===== config.mk =====
export PLATFORM = sky130hd
export DESIGN_NAME = pid_three_mode_controller
export DESIGN_NICKNAME = d
export VERILOG_FILES = /design/src/design/ptmc_pkg.sv /design/src/design/ptmc_ctrl.sv /design/src/design/ptmc_datapath.sv /design/src/design/pid_three_mode_controller.sv
export VERILOG_INCLUDE_DIRS = /design/src /design/src/design
export SDC_FILE = /design/constraint.sdc
export NUM_CORES = 2
export LEC_CHECK = 0
export BUFFER_PORTS_ARGS = -buffer_cell sky130_fd_sc_hd__clkbuf_2
export CAP_MARGIN = 25
export CORE_ASPECT_RATIO = 0.8
export CORE_MARGIN = 1.5
export CORE_UTILIZATION = 50
export DETAILED_ROUTE_END_ITERATION = 8
export PLACE_DENSITY = 0.7
export SLEW_MARGIN = 30
export SYNTH_ARGS = -nofsm -noshare
export SYNTH_HDL_FRONTEND = slang
export SYNTH_SLANG_ARGS = --single-unit

===== constraint.sdc =====
create_clock -name i_clk -period 37.9 [get_ports i_clk]
set_clock_uncertainty 0.05 [all_clocks]
set_input_delay 1.895 -clock i_clk [delete_from_list [all_inputs] [get_ports i_clk]]
set_output_delay 1.895 -clock i_clk [all_outputs]
set_load 0.02 [all_outputs]

===== src/design/pid_three_mode_controller_assert.svh =====
// Assertion macros for the file that checks this block.
// Every check is clocked on i_clk and is off while i_rst_n is low.
`ifndef PID_THREE_MODE_CONTROLLER_ASSERT_SVH
`define PID_THREE_MODE_CONTROLLER_ASSERT_SVH

// The consequence holds in the same cycle as the antecedent.
`define PTMC_ASSERT_SAME(lbl, ante, cons) \
    lbl: assert property (@(posedge i_clk) disable iff (!i_rst_n) (ante) |-> (cons)) \
        else $error("ptmc same-cycle check failed");

// The consequence holds in the cycle after the antecedent.
`define PTMC_ASSERT_NEXT(lbl, ante, cons) \
    lbl: assert property (@(posedge i_clk) disable iff (!i_rst_n) (ante) |=> (cons)) \
        else $error("ptmc next-cycle check failed");

`endif


===== src/design/ptmc_pkg.sv =====
// ----------------------------------------------------------------------------
// ptmc_pkg
// Shared codes and types of the three-mode PID controller: item kinds,
// register indexes, modes, and the command and status between the
// controller and the datapath.
// ----------------------------------------------------------------------------
package ptmc_pkg;

    // Item kinds.
    localparam logic [1:0] KIND_TICK   = 2'd0;
    localparam logic [1:0] KIND_SAMPLE = 2'd1;
    localparam logic [1:0] KIND_CLEAR  = 2'd2;

    // Configuration port.
    localparam int CFG_IDX_W  = 3;
    localparam int CFG_DATA_W = 32;
    localparam int GAIN_W     = 32;
    localparam int PERIOD_W   = 16;

    localparam logic [CFG_IDX_W-1:0] CFG_PROP_GAIN  = 3'd0;
    localparam logic [CFG_IDX_W-1:0] CFG_INTEG_GAIN = 3'd1;
    localparam logic [CFG_IDX_W-1:0] CFG_DERIV_GAIN = 3'd2;
    localparam logic [CFG_IDX_W-1:0] CFG_PERIOD     = 3'd3;
    localparam logic [CFG_IDX_W-1:0] CFG_LOWER      = 3'd4;
    localparam logic [CFG_IDX_W-1:0] CFG_UPPER      = 3'd5;
    localparam logic [CFG_IDX_W-1:0] CFG_MODE       = 3'd6;

    // Controller modes.
    localparam logic [1:0] MODE_DERIV_ERR  = 2'd0;
    localparam logic [1:0] MODE_DERIV_MEAS = 2'd1;
    localparam logic [1:0] MODE_ALL_MEAS   = 2'd2;
    localparam logic [1:0] MODE_RESERVED   = 2'd3;

    // Saturation bound of products and sums, 2^62.
    localparam logic [63:0] SAT_MAG = 64'h4000_0000_0000_0000;

    // Datapath operations.
    typedef enum logic [3:0] {
        DP_NONE      = 4'd0,
        DP_TICK      = 4'd1,
        DP_CLEAR     = 4'd2,
        DP_CAPTURE   = 4'd3,
        DP_MUL_START = 4'd4,
        DP_MUL_TAKE  = 4'd5,
        DP_DIV_START = 4'd6,
        DP_FINISH    = 4'd7,
        DP_EMIT      = 4'd8
    } t_dp_op;

    // Product being formed by the shared multiplier.
    typedef enum logic [1:0] {
        MS_INTEG = 2'd0,
        MS_PROP  = 2'd1,
        MS_IGAIN = 2'd2,
        MS_DERIV = 2'd3
    } t_mul_sel;

    typedef struct packed {
        t_dp_op   op;
        t_mul_sel sel;
    } t_dp_cmd;

    typedef struct packed {
        logic due;
        logic mul_done;
        logic div_done;
    } t_dp_stat;

endpackage


===== src/design/ptmc_ctrl.sv =====
// ----------------------------------------------------------------------------
// ptmc_ctrl
// Sequencer of the PID controller: accepts items, steps the datapath
// through its four products and the divide, and owns the result valid.
// ----------------------------------------------------------------------------
module ptmc_ctrl (
    input  logic               i_clk,
    input  logic               i_rst_n,
    input  logic               i_valid,
    input  logic [1:0]         i_kind,
    output logic               o_stall,
    input  logic               i_out_stall,
    output logic               o_out_valid,
    output logic               o_out_fresh,
    input  ptmc_pkg::t_dp_stat i_stat,
    output ptmc_pkg::t_dp_cmd  o_cmd
);
    import ptmc_pkg::*;

    typedef enum logic [6:0] {
        S_IDLE   = 7'b0000001,
        S_MSTART = 7'b0000010,
        S_MRUN   = 7'b0000100,
        S_DSTART = 7'b0001000,
        S_DRUN   = 7'b0010000,
        S_FINISH = 7'b0100000,
        S_OUT    = 7'b1000000
    } t_state;

    t_state   r_state, n_state;
    t_mul_sel r_sel, n_sel;
    logic     r_fresh, n_fresh;
    logic     r_out_valid, n_out_valid;
    logic     r_out_fresh, n_out_fresh;

    // Next state and datapath command.
    always_comb begin
        n_state     = r_state;
        n_sel       = r_sel;
        n_fresh     = r_fresh;
        n_out_valid = r_out_valid && i_out_stall;
        n_out_fresh = r_out_fresh;
        o_cmd.op    = DP_NONE;
        o_cmd.sel   = r_sel;
        unique case (r_state)
            S_IDLE: begin
                if (i_valid) begin
                    case (i_kind)
                        KIND_TICK: begin
                            o_cmd.op = DP_TICK;
                        end
                        KIND_CLEAR: begin
                            o_cmd.op = DP_CLEAR;
                        end
                        KIND_SAMPLE: begin
                            if (i_stat.due) begin
                                o_cmd.op = DP_CAPTURE;
                                n_sel    = MS_INTEG;
                                n_state  = S_MSTART;
                            end else begin
                                n_fresh = 1'b0;
                                n_state = S_OUT;
                            end
                        end
                        default: begin
                            o_cmd.op = DP_NONE;
                        end
                    endcase
                end
            end
            S_MSTART: begin
                o_cmd.op = DP_MUL_START;
                n_state  = S_MRUN;
            end
            S_MRUN: begin
                if (i_stat.mul_done) begin
                    o_cmd.op = DP_MUL_TAKE;
                    case (r_sel)
                        MS_INTEG: begin
                            n_sel   = MS_PROP;
                            n_state = S_MSTART;
                        end
                        MS_PROP: begin
                            n_sel   = MS_IGAIN;
                            n_state = S_MSTART;
                        end
                        MS_IGAIN: begin
                            n_sel   = MS_DERIV;
                            n_state = S_MSTART;
                        end
                        default: begin
                            n_state = S_DSTART;
                        end
                    endcase
                end
            end
            S_DSTART: begin
                o_cmd.op = DP_DIV_START;
                n_state  = S_DRUN;
            end
            S_DRUN: begin
                if (i_stat.div_done) begin
                    n_state = S_FINISH;
                end
            end
            S_FINISH: begin
                o_cmd.op = DP_FINISH;
                n_fresh  = 1'b1;
                n_state  = S_OUT;
            end
            S_OUT: begin
                if (!r_out_valid || !i_out_stall) begin
                    o_cmd.op    = DP_EMIT;
                    n_out_valid = 1'b1;
                    n_out_fresh = r_fresh;
                    n_state     = S_IDLE;
                end
            end
            default: begin
                n_state = S_IDLE;
            end
        endcase
    end

    // State registers.
    always_ff @(posedge i_clk) begin
        if (!i_rst_n) begin
            r_state     <= S_IDLE;
            r_sel       <= MS_INTEG;
            r_fresh     <= 1'b0;
            r_out_valid <= 1'b0;
            r_out_fresh <= 1'b0;
        end else begin
            r_state     <= n_state;
            r_sel       <= n_sel;
            r_fresh     <= n_fresh;
            r_out_valid <= n_out_valid;
            r_out_fresh <= n_out_fresh;
        end
    end

    assign o_stall     = (r_state != S_IDLE);
    assign o_out_valid = r_out_valid;
    assign o_out_fresh = r_out_fresh;

endmodule


===== src/design/ptmc_datapath.sv =====
// ----------------------------------------------------------------------------
// ptmc_datapath
// Registers, state and arithmetic of the PID controller: a shared
// shift-add multiplier with saturation, a restoring divider by the
// elapsed ticks, and the final sum and clamp.
// ----------------------------------------------------------------------------
module ptmc_datapath #(
    parameter int DATA_WIDTH     = 16,
    parameter int GAIN_FRAC_BITS = 16,
    parameter int TIMER_WIDTH    = 32
) (
    input  logic                                i_clk,
    input  logic                                i_rst_n,
    input  logic                                i_cfg_we,
    input  logic [ptmc_pkg::CFG_IDX_W-1:0]      i_cfg_index,
    input  logic [ptmc_pkg::CFG_DATA_W-1:0]     i_cfg_data,
    input  logic signed [DATA_WIDTH-1:0]        i_measured,
    input  logic signed [DATA_WIDTH-1:0]        i_setpoint,
    input  ptmc_pkg::t_dp_cmd                   i_cmd,
    output ptmc_pkg::t_dp_stat                  o_stat,
    output logic signed [DATA_WIDTH-1:0]        o_drive
);
    import ptmc_pkg::*;

    localparam int DW = DATA_WIDTH;
    localparam int TW = TIMER_WIDTH;
    localparam int EW = DW + 1;
    localparam int AW = DW + 2;
    localparam int BW = GAIN_W + 1;
    localparam int MW = (AW + BW > 64) ? AW + BW : 64;
    localparam int QW = 63;
    localparam int CW = $clog2(QW + 1);
    localparam logic [DW-1:0] LOWER_RST = DW'(32'h0000_8000);
    localparam logic [DW-1:0] UPPER_RST = DW'(32'h0000_7FFF);

    // Configuration registers.
    logic signed [GAIN_W-1:0]   r_prop_gain, r_integ_gain, r_deriv_gain;
    logic        [PERIOD_W-1:0] r_period;
    logic signed [DW-1:0]       r_lower, r_upper;
    logic        [1:0]          r_mode;

    // Controller state.
    logic        [TW-1:0] r_elapsed;
    logic signed [DW-1:0] r_integral, r_last_meas, r_held, r_meas, r_out_drive;
    logic signed [EW-1:0] r_last_error, r_e, r_dm;
    logic signed [63:0]   r_tp, r_ti, r_dprod;

    // Multiplier and divider.
    logic [MW-1:0] r_mcand, r_acc;
    logic [BW-1:0] r_mplier;
    logic          r_mneg;
    logic [QW-1:0] r_dvd;
    logic [TW:0]   r_rem;
    logic [CW-1:0] r_dcnt;
    logic          r_dneg;

    logic signed [EW-1:0] e_new, dm_new;
    logic signed [AW-1:0] a_op;
    logic signed [BW-1:0] b_op;
    logic        [AW-1:0] a_mag;
    logic        [BW-1:0] b_mag;
    logic        [62:0]   prod_mag;
    logic signed [63:0]   prod, integ_sum, dp_mag, quo, td, sum_all;
    logic signed [DW-1:0] integ_new, drive_new;
    logic                 mode_err, p_on_meas;
    logic        [TW:0]   rem_sh;
    logic                 rem_ge;

    function automatic logic signed [DW-1:0] clamp_lim(
        input logic signed [63:0] v,
        input logic signed [DW-1:0] lo,
        input logic signed [DW-1:0] hi
    );
        logic signed [63:0] t;
        t = v;
        if (t > 64'(hi)) begin
            t = 64'(hi);
        end
        if (t < 64'(lo)) begin
            t = 64'(lo);
        end
        return t[DW-1:0];
    endfunction

    function automatic logic signed [63:0] sat_add(
        input logic signed [63:0] a,
        input logic signed [63:0] b
    );
        logic signed [64:0] s;
        s = 65'(a) + 65'(b);
        if (s > $signed({1'b0, SAT_MAG})) begin
            s = $signed({1'b0, SAT_MAG});
        end
        if (s < -$signed({1'b0, SAT_MAG})) begin
            s = -$signed({1'b0, SAT_MAG});
        end
        return s[63:0];
    endfunction

    // Error and measurement change of the incoming sample.
    assign e_new     = EW'(i_setpoint) - EW'(i_measured);
    assign dm_new    = EW'(i_measured) - EW'(r_last_meas);
    assign mode_err  = (r_mode == MODE_DERIV_ERR);
    assign p_on_meas = (r_mode == MODE_ALL_MEAS) || (r_mode == MODE_RESERVED);

    // Multiplier operands for each product.
    always_comb begin
        case (i_cmd.sel)
            MS_INTEG: begin
                a_op = AW'(r_e) + AW'(r_last_error);
                b_op = BW'({1'b0, r_elapsed});
            end
            MS_PROP: begin
                a_op = p_on_meas ? -AW'(r_dm) : AW'(r_e);
                b_op = BW'(r_prop_gain);
            end
            MS_IGAIN: begin
                a_op = AW'(r_integral);
                b_op = BW'(r_integ_gain);
            end
            default: begin
                a_op = mode_err ? (AW'(r_e) - AW'(r_last_error)) : AW'(r_dm);
                b_op = BW'(r_deriv_gain);
            end
        endcase
    end

    assign a_mag = a_op[AW-1] ? AW'(-a_op) : AW'(a_op);
    assign b_mag = b_op[BW-1] ? BW'(-b_op) : BW'(b_op);

    // Saturated signed product.
    assign prod_mag = (r_acc > MW'(SAT_MAG)) ? SAT_MAG[62:0] : r_acc[62:0];
    assign prod     = r_mneg ? -$signed({1'b0, prod_mag}) : $signed({1'b0, prod_mag});

    // Trapezoidal integral update, halved with floor.
    assign integ_sum = 64'(r_integral) + (prod >>> 1);
    assign integ_new = clamp_lim(integ_sum, r_lower, r_upper);

    // Divider step and signed quotient.
    assign dp_mag = r_dprod[63] ? -r_dprod : r_dprod;
    assign rem_sh = {r_rem[TW-1:0], r_dvd[QW-1]};
    assign rem_ge = (rem_sh >= {1'b0, r_elapsed});
    assign quo    = $signed({1'b0, r_dvd});
    assign td     = (r_dneg ^ !mode_err) ? -quo : quo;

    // Final sum, scaling and clamp.
    assign sum_all   = sat_add(sat_add(r_tp, r_ti), td);
    assign drive_new = clamp_lim(sum_all >>> GAIN_FRAC_BITS, r_lower, r_upper);

    // Configuration and controller state.
    always_ff @(posedge i_clk) begin
        if (!i_rst_n) begin
            r_prop_gain  <= '0;
            r_integ_gain <= '0;
            r_deriv_gain <= '0;
            r_period     <= PERIOD_W'(1000);
            r_lower      <= LOWER_RST;
            r_upper      <= UPPER_RST;
            r_mode       <= MODE_DERIV_ERR;
            r_elapsed    <= '0;
            r_integral   <= '0;
            r_last_error <= '0;
            r_last_meas  <= '0;
            r_held       <= '0;
        end else begin
            if (i_cfg_we) begin
                unique case (i_cfg_index)
                    CFG_PROP_GAIN:  r_prop_gain  <= i_cfg_data[GAIN_W-1:0];
                    CFG_INTEG_GAIN: r_integ_gain <= i_cfg_data[GAIN_W-1:0];
                    CFG_DERIV_GAIN: r_deriv_gain <= i_cfg_data[GAIN_W-1:0];
                    CFG_PERIOD:     r_period     <= i_cfg_data[PERIOD_W-1:0];
                    CFG_LOWER:      r_lower      <= i_cfg_data[DW-1:0];
                    CFG_UPPER:      r_upper      <= i_cfg_data[DW-1:0];
                    CFG_MODE:       r_mode       <= i_cfg_data[1:0];
                    default:        r_mode       <= r_mode;
                endcase
            end
            case (i_cmd.op)
                DP_TICK: begin
                    if (r_elapsed != '1) begin
                        r_elapsed <= r_elapsed + TW'(1);
                    end
                end
                DP_CLEAR: begin
                    r_integral <= '0;
                end
                DP_MUL_TAKE: begin
                    if (i_cmd.sel == MS_INTEG) begin
                        r_integral <= integ_new;
                    end
                end
                DP_FINISH: begin
                    r_held       <= drive_new;
                    r_last_error <= r_e;
                    r_elapsed    <= '0;
                    if (!mode_err) begin
                        r_last_meas <= r_meas;
                    end
                end
                default: begin
                    r_held <= r_held;
                end
            endcase
        end
    end

    // Multiplier and divider control.
    always_ff @(posedge i_clk) begin
        if (!i_rst_n) begin
            r_mplier <= '0;
            r_dcnt   <= '0;
        end else begin
            if (i_cmd.op == DP_MUL_START) begin
                r_mplier <= b_mag;
            end else if (r_mplier != '0) begin
                r_mplier <= r_mplier >> 1;
            end
            if (i_cmd.op == DP_DIV_START) begin
                r_dcnt <= CW'(QW);
            end else if (r_dcnt != '0) begin
                r_dcnt <= r_dcnt - CW'(1);
            end
        end
    end

    // Arithmetic payload registers.
    always_ff @(posedge i_clk) begin
        if (i_cmd.op == DP_CAPTURE) begin
            r_e    <= e_new;
            r_dm   <= dm_new;
            r_meas <= i_measured;
        end
        if (i_cmd.op == DP_MUL_START) begin
            r_mcand <= MW'(a_mag);
            r_acc   <= '0;
            r_mneg  <= a_op[AW-1] ^ b_op[BW-1];
        end else if (r_mplier != '0) begin
            if (r_mplier[0]) begin
                r_acc <= r_acc + r_mcand;
            end
            r_mcand <= r_mcand << 1;
        end
        if (i_cmd.op == DP_MUL_TAKE) begin
            case (i_cmd.sel)
                MS_PROP:  r_tp    <= prod;
                MS_IGAIN: r_ti    <= prod;
                MS_DERIV: r_dprod <= prod;
                default:  r_tp    <= r_tp;
            endcase
        end
        if (i_cmd.op == DP_DIV_START) begin
            r_dvd  <= dp_mag[QW-1:0];
            r_rem  <= '0;
            r_dneg <= r_dprod[63];
        end else if (r_dcnt != '0) begin
            r_rem <= rem_ge ? (rem_sh - {1'b0, r_elapsed}) : rem_sh;
            r_dvd <= {r_dvd[QW-2:0], rem_ge};
        end
        if (i_cmd.op == DP_EMIT) begin
            r_out_drive <= r_held;
        end
    end

    assign o_stat.due      = (r_elapsed > TW'(r_period));
    assign o_stat.mul_done = (r_mplier == '0);
    assign o_stat.div_done = (r_dcnt == '0);
    assign o_drive         = r_out_drive;

endmodule


===== src/design/pid_three_mode_controller.sv =====
// ----------------------------------------------------------------------------
// pid_three_mode_controller
// PID regulator with a trapezoidal integral and three derivative modes,
// driven by tick, sample and clear requests.
// ----------------------------------------------------------------------------
// A tick or clear request is handled in the idle state without stalling the
// input. A sample that is not yet due goes straight to the output state and
// returns the held drive with fresh low. A due sample runs four products
// through one shared shift-add multiplier, which runs until the significant
// bits of the gain or elapsed operand are used up, and a restoring divide by
// the elapsed ticks, and then forms the result. The
// input is stalled while a sample is in work; a finished result waits in the
// output register while new requests are taken.
module pid_three_mode_controller #(
    parameter int DATA_WIDTH     = 16,
    parameter int GAIN_FRAC_BITS = 16,
    parameter int TIMER_WIDTH    = 32
) (
    input  logic                            i_clk,
    input  logic                            i_rst_n,
    input  logic                            i_cfg_we,
    input  logic [ptmc_pkg::CFG_IDX_W-1:0]  i_cfg_index,
    input  logic [ptmc_pkg::CFG_DATA_W-1:0] i_cfg_data,
    input  logic                            i_valid,
    output logic                            o_stall,
    input  logic [1:0]                      i_kind,
    input  logic signed [DATA_WIDTH-1:0]    i_measured,
    input  logic signed [DATA_WIDTH-1:0]    i_setpoint,
    output logic                            o_valid,
    input  logic                            i_stall,
    output logic signed [DATA_WIDTH-1:0]    o_drive,
    output logic                            o_fresh
);
    import ptmc_pkg::*;

    t_dp_cmd  dp_cmd;
    t_dp_stat dp_stat;

    // Sequencer.
    ptmc_ctrl u_ctrl (
        .i_clk       (i_clk),
        .i_rst_n     (i_rst_n),
        .i_valid     (i_valid),
        .i_kind      (i_kind),
        .o_stall     (o_stall),
        .i_out_stall (i_stall),
        .o_out_valid (o_valid),
        .o_out_fresh (o_fresh),
        .i_stat      (dp_stat),
        .o_cmd       (dp_cmd)
    );

    // Arithmetic and state.
    ptmc_datapath #(
        .DATA_WIDTH     (DATA_WIDTH),
        .GAIN_FRAC_BITS (GAIN_FRAC_BITS),
        .TIMER_WIDTH    (TIMER_WIDTH)
    ) u_datapath (
        .i_clk       (i_clk),
        .i_rst_n     (i_rst_n),
        .i_cfg_we    (i_cfg_we),
        .i_cfg_index (i_cfg_index),
        .i_cfg_data  (i_cfg_data),
        .i_measured  (i_measured),
        .i_setpoint  (i_setpoint),
        .i_cmd       (dp_cmd),
        .o_stat      (dp_stat),
        .o_drive     (o_drive)
    );

`include "pid_three_mode_controller_assert.svh"

    // An accepted sample always occupies the sequencer for the next cycle.
    `PTMC_ASSERT_NEXT(a_sample_busy, i_valid && !o_stall && (i_kind == KIND_SAMPLE), o_stall)
    // A new result appears only after a sample has held off the input.
    `PTMC_ASSERT_SAME(a_result_after_sample, $rose(o_valid), $past(o_stall))
    // A tick never produces a result.
    `PTMC_ASSERT_NEXT(a_tick_silent, i_valid && !o_stall && (i_kind == KIND_TICK) && !o_valid,
                      !o_valid)

endmodule

# == Word-level counts from Yosys, hierarchy flattened ==
# Cells that the tools add are included.
# word_totals
register_bits,777
input_bits,74
out_inout_bits,19
elab_cells,200
# op_classes
n_addsub,17
magnitude_cmp,11
eq_ne,40
muxes,57
bitwise,3
n_reduce_logical,39
# op_table
op,count
$mux W64,6
$mux W63,4
$add A64 B64 Y65,2
$gt A65 B64 Y1 const B,2
$lt A65 B63 Y1 const B,2
$mux W65,2
$lt A64 B16 Y1,2
$neg A63 Y64,2
$mux W33,3
$pmux W33 S3,1
$mux W18,5
$add A16 B63 Y64,1
$add A64 B64 Y64,1
$gt A64 B16 Y1,1
$gt A64 B63 Y1 const B,1
$mux W32,2
$pmux W32 S2,1
$neg A63 Y63,1
$pmux W18 S3,1
$pmux W7 S7,1
$gt A48 B16 Y1,1
$mux W16,3
$mux W7,6
$sub A16 B16 Y17,2
59 further kinds,114

# == Longest topological paths before layout ==
# depth
word_depth,14
ltp_mapped,81
ltp_nobuf,74

# == By module ==
# A second synthesis with hierarchy kept.
# hier_totals
cells_unflattened,7399
area_unflattened_um2,61682.9
# by_module_without_submodules
mod,n_inst,cells_each,area_per_inst_um2,seq_area_each_um2
ptmc_datapath,1,7296,60744.5,18728.0
ptmc_ctrl,1,103,938.4,240.2

# == Worst setup path before layout ==
# No wires, ideal clock.
# synth_path
path_kind,reg2reg
start,register u_datapath.r_ti[0]
end,register u_datapath.r_held[13]
setup_time_ns,0.131
t_arrival_ns,15.242
required_time_ns,37.719
slack_ns,22.477
stages_incl_launch_ff,77
path_buffers,8
period_less_slack_ns,15.423
cell_sequence,edfxtp_1 ha_1 fa_1 a21o_1 a21oi_1 o21ai_0 and2_1 a21oi_1 o21ai_1 a41oi_1 o21ai_0 nand4_1 a211oi_1 a31oi_1 xor2_1 nand4_1 ha_1 nor3_1 (+41 left out) nor3_1 mux2i_1 clkinv_1 nand3_4 buf_6 clkbuf_1 o21ai_0 ha_1 nand4_1 or3_1 o221ai_1 nor3_1 nand2_1 a21oi_1 o21ai_1 buf_4 mux2i_1 o21ai_0
# synth_via
elab_chain_cells,14
# synth_rtl
element,line,source
"start, declared",ptmc_datapath.sv:46,"logic signed [63:0] r_tp, r_ti, r_dprod;"
"start signal, assigned",ptmc_datapath.sv:246,MS_IGAIN: r_ti <= prod;
$add A64 B64 Y65 *,ptmc_datapath.sv:90,s = 65'(a) + 65'(b);
$gt A65 B64 Y1,ptmc_datapath.sv:91,"if (s > $signed({1'b0, SAT_MAG})) begin"
$mux W65 *,ptmc_datapath.sv:91,
$lt A65 B63 Y1,ptmc_datapath.sv:94,"if (s < -$signed({1'b0, SAT_MAG})) begin"
$mux W64 *,ptmc_datapath.sv:94,
$add A64 B64 Y65 *,ptmc_datapath.sv:90,
$gt A65 B64 Y1,ptmc_datapath.sv:91,
$mux W65 *,ptmc_datapath.sv:91,
$lt A65 B63 Y1,ptmc_datapath.sv:94,
$mux W64 *,ptmc_datapath.sv:94,
$gt A48 B16 Y1,ptmc_datapath.sv:76,if (t > 64'(hi)) begin
$mux W64 *,ptmc_datapath.sv:76,
$lt A64 B16 Y1,ptmc_datapath.sv:79,if (t < 64'(lo)) begin
$mux W16 *,ptmc_datapath.sv:79,
"end signal, assigned",ptmc_datapath.sv:193,r_held <= drive_new;
"end signal, assigned",ptmc_datapath.sv:201,r_held <= r_held;
"end, declared",ptmc_datapath.sv:44,"logic signed [DW-1:0] r_integral, r_last_meas, r_held, r_meas, r_out_drive;"
# Every way passes the cells marked *; elsewhere a longest branch is shown, timed or not.
# A chain may end at the register's enable or synchronous reset.

# == Worst setup path after layout ==
# layout_path
start,register u_datapath.r_ti[0]
end,register u_datapath.r_held[15]
# Same word-level chain as after synthesis.

==> metrics.cfg <==
[route]
antenna_left=0
wirelength_um=183000
route.detailed.vias_per_inst=6.11
routed_via_count=54300
avgRoutedWirePerCell_um=20.5
drtPass1Iterations=9
drcViolationCount=0
drt_first_iter_violations=5589

[timing]
max_clock_freq_mhz=51.8
finalCritPeriodShare_pct=50.9
period_needed_ns=19.30
whs_ns=0.380
maxSlewViolCount=0
tightest_slew_ns=1.05
relSlewSlack_pct=30.1
fin_setup_tns_ns=0
unrepaired_setup_endpoints_after_global_routing=no
final-hold-violation-count=0
timing.final.setup_violations=0

[die]
dieArea_sq_um=123000
rows=113
floorplan.die.height_um=314
placeableCoreArea_sq_um=119000
initial_core_util_pct=50.7
die-width_um=392
ioPinCount=93

[synth]
synth_cells=7268
synth.cell_area_sq_um=60600
syn_area_per_cell_sq_um=8.33
ys_async_sr_fraction_pct=0
ys_seq_area_share_pct=31.3
synth-edff-count=341
synth_cell_types=101
synthesis.nets=7956
synth-main-ff-cell=sky130_fd_sc_hd__dfxtp_1
yosysWarnings=0
synth-seq-cells=777
synth.largest_area_cell=sky130_fd_sc_hd__edfxtp_1
area_fraction_of_the_dominant_cell_type_after_synthesis_pct=16.9
synth.area.top_cells=sky130_fd_sc_hd__edfxtp_1, sky130_fd_sc_hd__dfxtp_1, sky130_fd_sc_hd__ha_1

[cts]
inserted_clock_buffers=84
clock-root-buffer=sky130_fd_sc_hd__clkbuf_16
clock_tree.buffer_depth=3
worst_skew_pair.late_latency_ns=0.72
worst_setup_hold_path_clk_slew_ns=0.07
ctsResizeCount=0
hold_buffer_count_at_cts=0
clock_tree.htree_level_count=3
post_cts.repair.setup_buffers=0
cts.sink_count=777
cts_tree=yes

[setup_path]
r2r-start=u_datapath.r_ti[0]
critical_path.most_common_cell=sky130_fd_sc_hd__nand4_1
timing.critical_path.fanout_max=44
crit_buf_inv=3
worst_ep_arrival_time_ns=19.81
crit_path_end_kind=flip-flop
worst_path_cell_with_the_longest_stage_delay=sky130_fd_sc_hd__or4_1
worst_r2r_path_depth=71
timing.reg2reg.setup_slack_ns=18.60
cp-start-kind=flip-flop
reg2reg_to=u_datapath.r_held[15]
required_arrival_time_at_the_worst_endpoint_ns=38.42
path_delay_family=simple AND/OR/NAND/NOR gates
worstSetupPathType=flip-flop to flip-flop
critical-path-max-stage-delay_ns=0.88

[run_status]
status=finished clean

[global_routing]
grt_start_max_net_pins=154
grt_antenna_before_repair=7
total_congestion_overflow=0
vias_in_the_first_global_route=50100
grt_util_all_layers_pct=28.9
grt_pass1_wl_um=283000

[hold_path]
holdCritPathClass=flip-flop to flip-flop
holdPathStages=0
hold_start=u_datapath.r_held[4]
min_to=u_datapath.o_drive[4]

[final_layout]
syn_to_final_growth_pct=7.96
drive_gt1_share_pct=5.52
final_cell_mix=sky130_fd_sc_hd__nand2_1, sky130_fd_sc_hd__nor2_1, sky130_fd_sc_hd__ha_1
final_common_cell=sky130_fd_sc_hd__nand2_1
final_stage_net_count=7896

[run]
cap_viol_max_count=0

[power]
worst_ir_drop_vdd_v=0.0000363
leakagePower_nw=29.0
power-per-cell-area_nw_per_um2=50.3

[placed_design]
port_buffers=92
gp_routability_congestion=0.985
dp_hpwl_um=141000

sequential cells by signal, indices dropped and copies added (netlist names), 17 cells and up:
signal and count:
u_datapath.r_dprod 64, u_datapath.r_dm 17, u_datapath.r_rem 32, u_datapath.r_ti 64, u_datapath.r_deriv_gain 32, u_datapath.r_dvd 63, u_datapath.r_prop_gain 32, u_datapath.r_acc 64
u_datapath.r_mplier 33, u_datapath.r_mcand 64, u_datapath.r_e 17, u_datapath.r_elapsed 32, u_datapath.r_integ_gain 32, u_datapath.r_tp 64, u_datapath.r_last_error 17
logic make-up (layout without fill, tap and decap cells):
family / after synthesis / in the layout / share of synthesized area (%)
flip-flops: 777 / 777 / 31.3
XOR/XNOR: 506 / 506 / 7.32
buffers and inverters: 596 / 606 / 3.75
AO/OA/AOI/OAI: 2168 / 2168 / 23.4
adder cells (fa/ha/maj): 614 / 614 / 12.8
other: 1 / 3 / 0.00619
AND/OR/NAND/NOR: 2436 / 2436 / 18.5
multiplexers: 170 / 170 / 2.84
cell type report:
cell class              instances  area [sq um]
flip-flops and latches        777         19000
inverters                     296          1110
repair buffers                154           965
fillers                     10900         54100
multi-input cells            5895         39500
clock inverters                43           463
diodes                          2          5.00
clock buffers                 113          2370
well taps                    1610          2010
routing by layer:
layer  GRT usage [%]  up-vias  wire length [um]
met1            43.5    25800             87100
met4            6.42        2              3810
li1                -    26400                 -
met5               0        -                13
met2            41.5     1970             73800
met3            6.64      225             17900
per-stage QoR:
| stage | total power [W] | instances | util, % | worst slack [ns] | instance area [sq um] |
|---|---|---|---|---|---|
| after global placement | 0.00241 | 8731 | 52.3 | 19.11 | 62500 |
| after global routing | 0.00349 | 8889 | 54.7 | 16.75 | 65400 |
| after CTS | 0.00328 | 8887 | 54.7 | 19.00 | 65300 |
| final | 0.00329 | 8890 | 54.7 | 18.60 | 65400 |
| after floorplan | 0.00207 | 7268 | - | 22.48 | 60600 |
| after detailed placement | 0.00243 | 8731 | 52.3 | 19.04 | 62500 |
worst register-to-register path: cells and delay by family, from the launching register on:
| family | cells | cell delay, ns |
|---|---|---|
| and+or+nand+nor | 33 | 8.61 |
| AOI/OAI and AO/OA | 25 | 5.53 |
| adders and majority gates | 6 | 1.80 |
| buffers and inverters | 3 | 1.41 |
| xor gates and xnor gates | 2 | 0.70 |
| muxes | 2 | 0.69 |
| DFF | 1 | 0.38 |
worst max path at each step:
stage	depth (start not counted)	endpoint	from	slack [ns]
2_1_floorplan	76	u_datapath.r_held[13]	u_datapath.r_ti[0]	22.48
3_3_place_gp	68	u_datapath.r_held[11]	u_datapath.r_ti[0]	19.11
3_5_place_dp	71	u_datapath.r_held[0]	u_datapath.r_ti[0]	19.04
4_1_cts	72	u_datapath.r_held[0]	u_datapath.r_ti[0]	19.00
5_1_grt	72	u_datapath.r_held[4]	u_datapath.r_ti[0]	16.75
6_report	71	u_datapath.r_held[15]	u_datapath.r_ti[0]	18.60
Yosys cell counts (18+ instances only):
cell / count
sky130_fd_sc_hd__nand4_1: 126
sky130_fd_sc_hd__xor2_1: 234
sky130_fd_sc_hd__a21oi_1: 503
sky130_fd_sc_hd__or3_1: 71
sky130_fd_sc_hd__o41ai_1: 22
sky130_fd_sc_hd__inv_1: 293
sky130_fd_sc_hd__edfxtp_1: 341
sky130_fd_sc_hd__or4_1: 27
sky130_fd_sc_hd__xnor2_1: 272
sky130_fd_sc_hd__and2_1: 34
sky130_fd_sc_hd__o22ai_1: 25
sky130_fd_sc_hd__dfxtp_1: 436
sky130_fd_sc_hd__nand2b_1: 68
sky130_fd_sc_hd__clkbuf_1: 253
sky130_fd_sc_hd__nand2_1: 914
sky130_fd_sc_hd__nor2_1: 640
sky130_fd_sc_hd__o21bai_1: 51
sky130_fd_sc_hd__o21ai_0: 486
sky130_fd_sc_hd__a221oi_1: 18
sky130_fd_sc_hd__mux2i_1: 155
sky130_fd_sc_hd__o211a_1: 36
sky130_fd_sc_hd__o21ai_1: 19
sky130_fd_sc_hd__a31oi_1: 47
sky130_fd_sc_hd__and3_1: 59
sky130_fd_sc_hd__nand3_1: 123
sky130_fd_sc_hd__buf_2: 18
sky130_fd_sc_hd__nor4_1: 67
sky130_fd_sc_hd__buf_1: 27
sky130_fd_sc_hd__a222oi_1: 31
sky130_fd_sc_hd__nor3_1: 132
sky130_fd_sc_hd__a211oi_1: 46
sky130_fd_sc_hd__o211ai_1: 52
sky130_fd_sc_hd__a21boi_0: 220
sky130_fd_sc_hd__o31ai_1: 69
sky130_fd_sc_hd__a21o_1: 289
sky130_fd_sc_hd__or2_2: 30
sky130_fd_sc_hd__nor2b_1: 75
sky130_fd_sc_hd__ha_1: 605
sky130_fd_sc_hd__o21a_1: 72
power breakdown:
part | switching (W) | internal [W]
Combinational | 0.000840 | 0.000521
Clock | 0.000370 | 0.000479
Sequential | 0.0000882 | 0.000988
No activity file was read; power rests on OpenSTA's default activity.
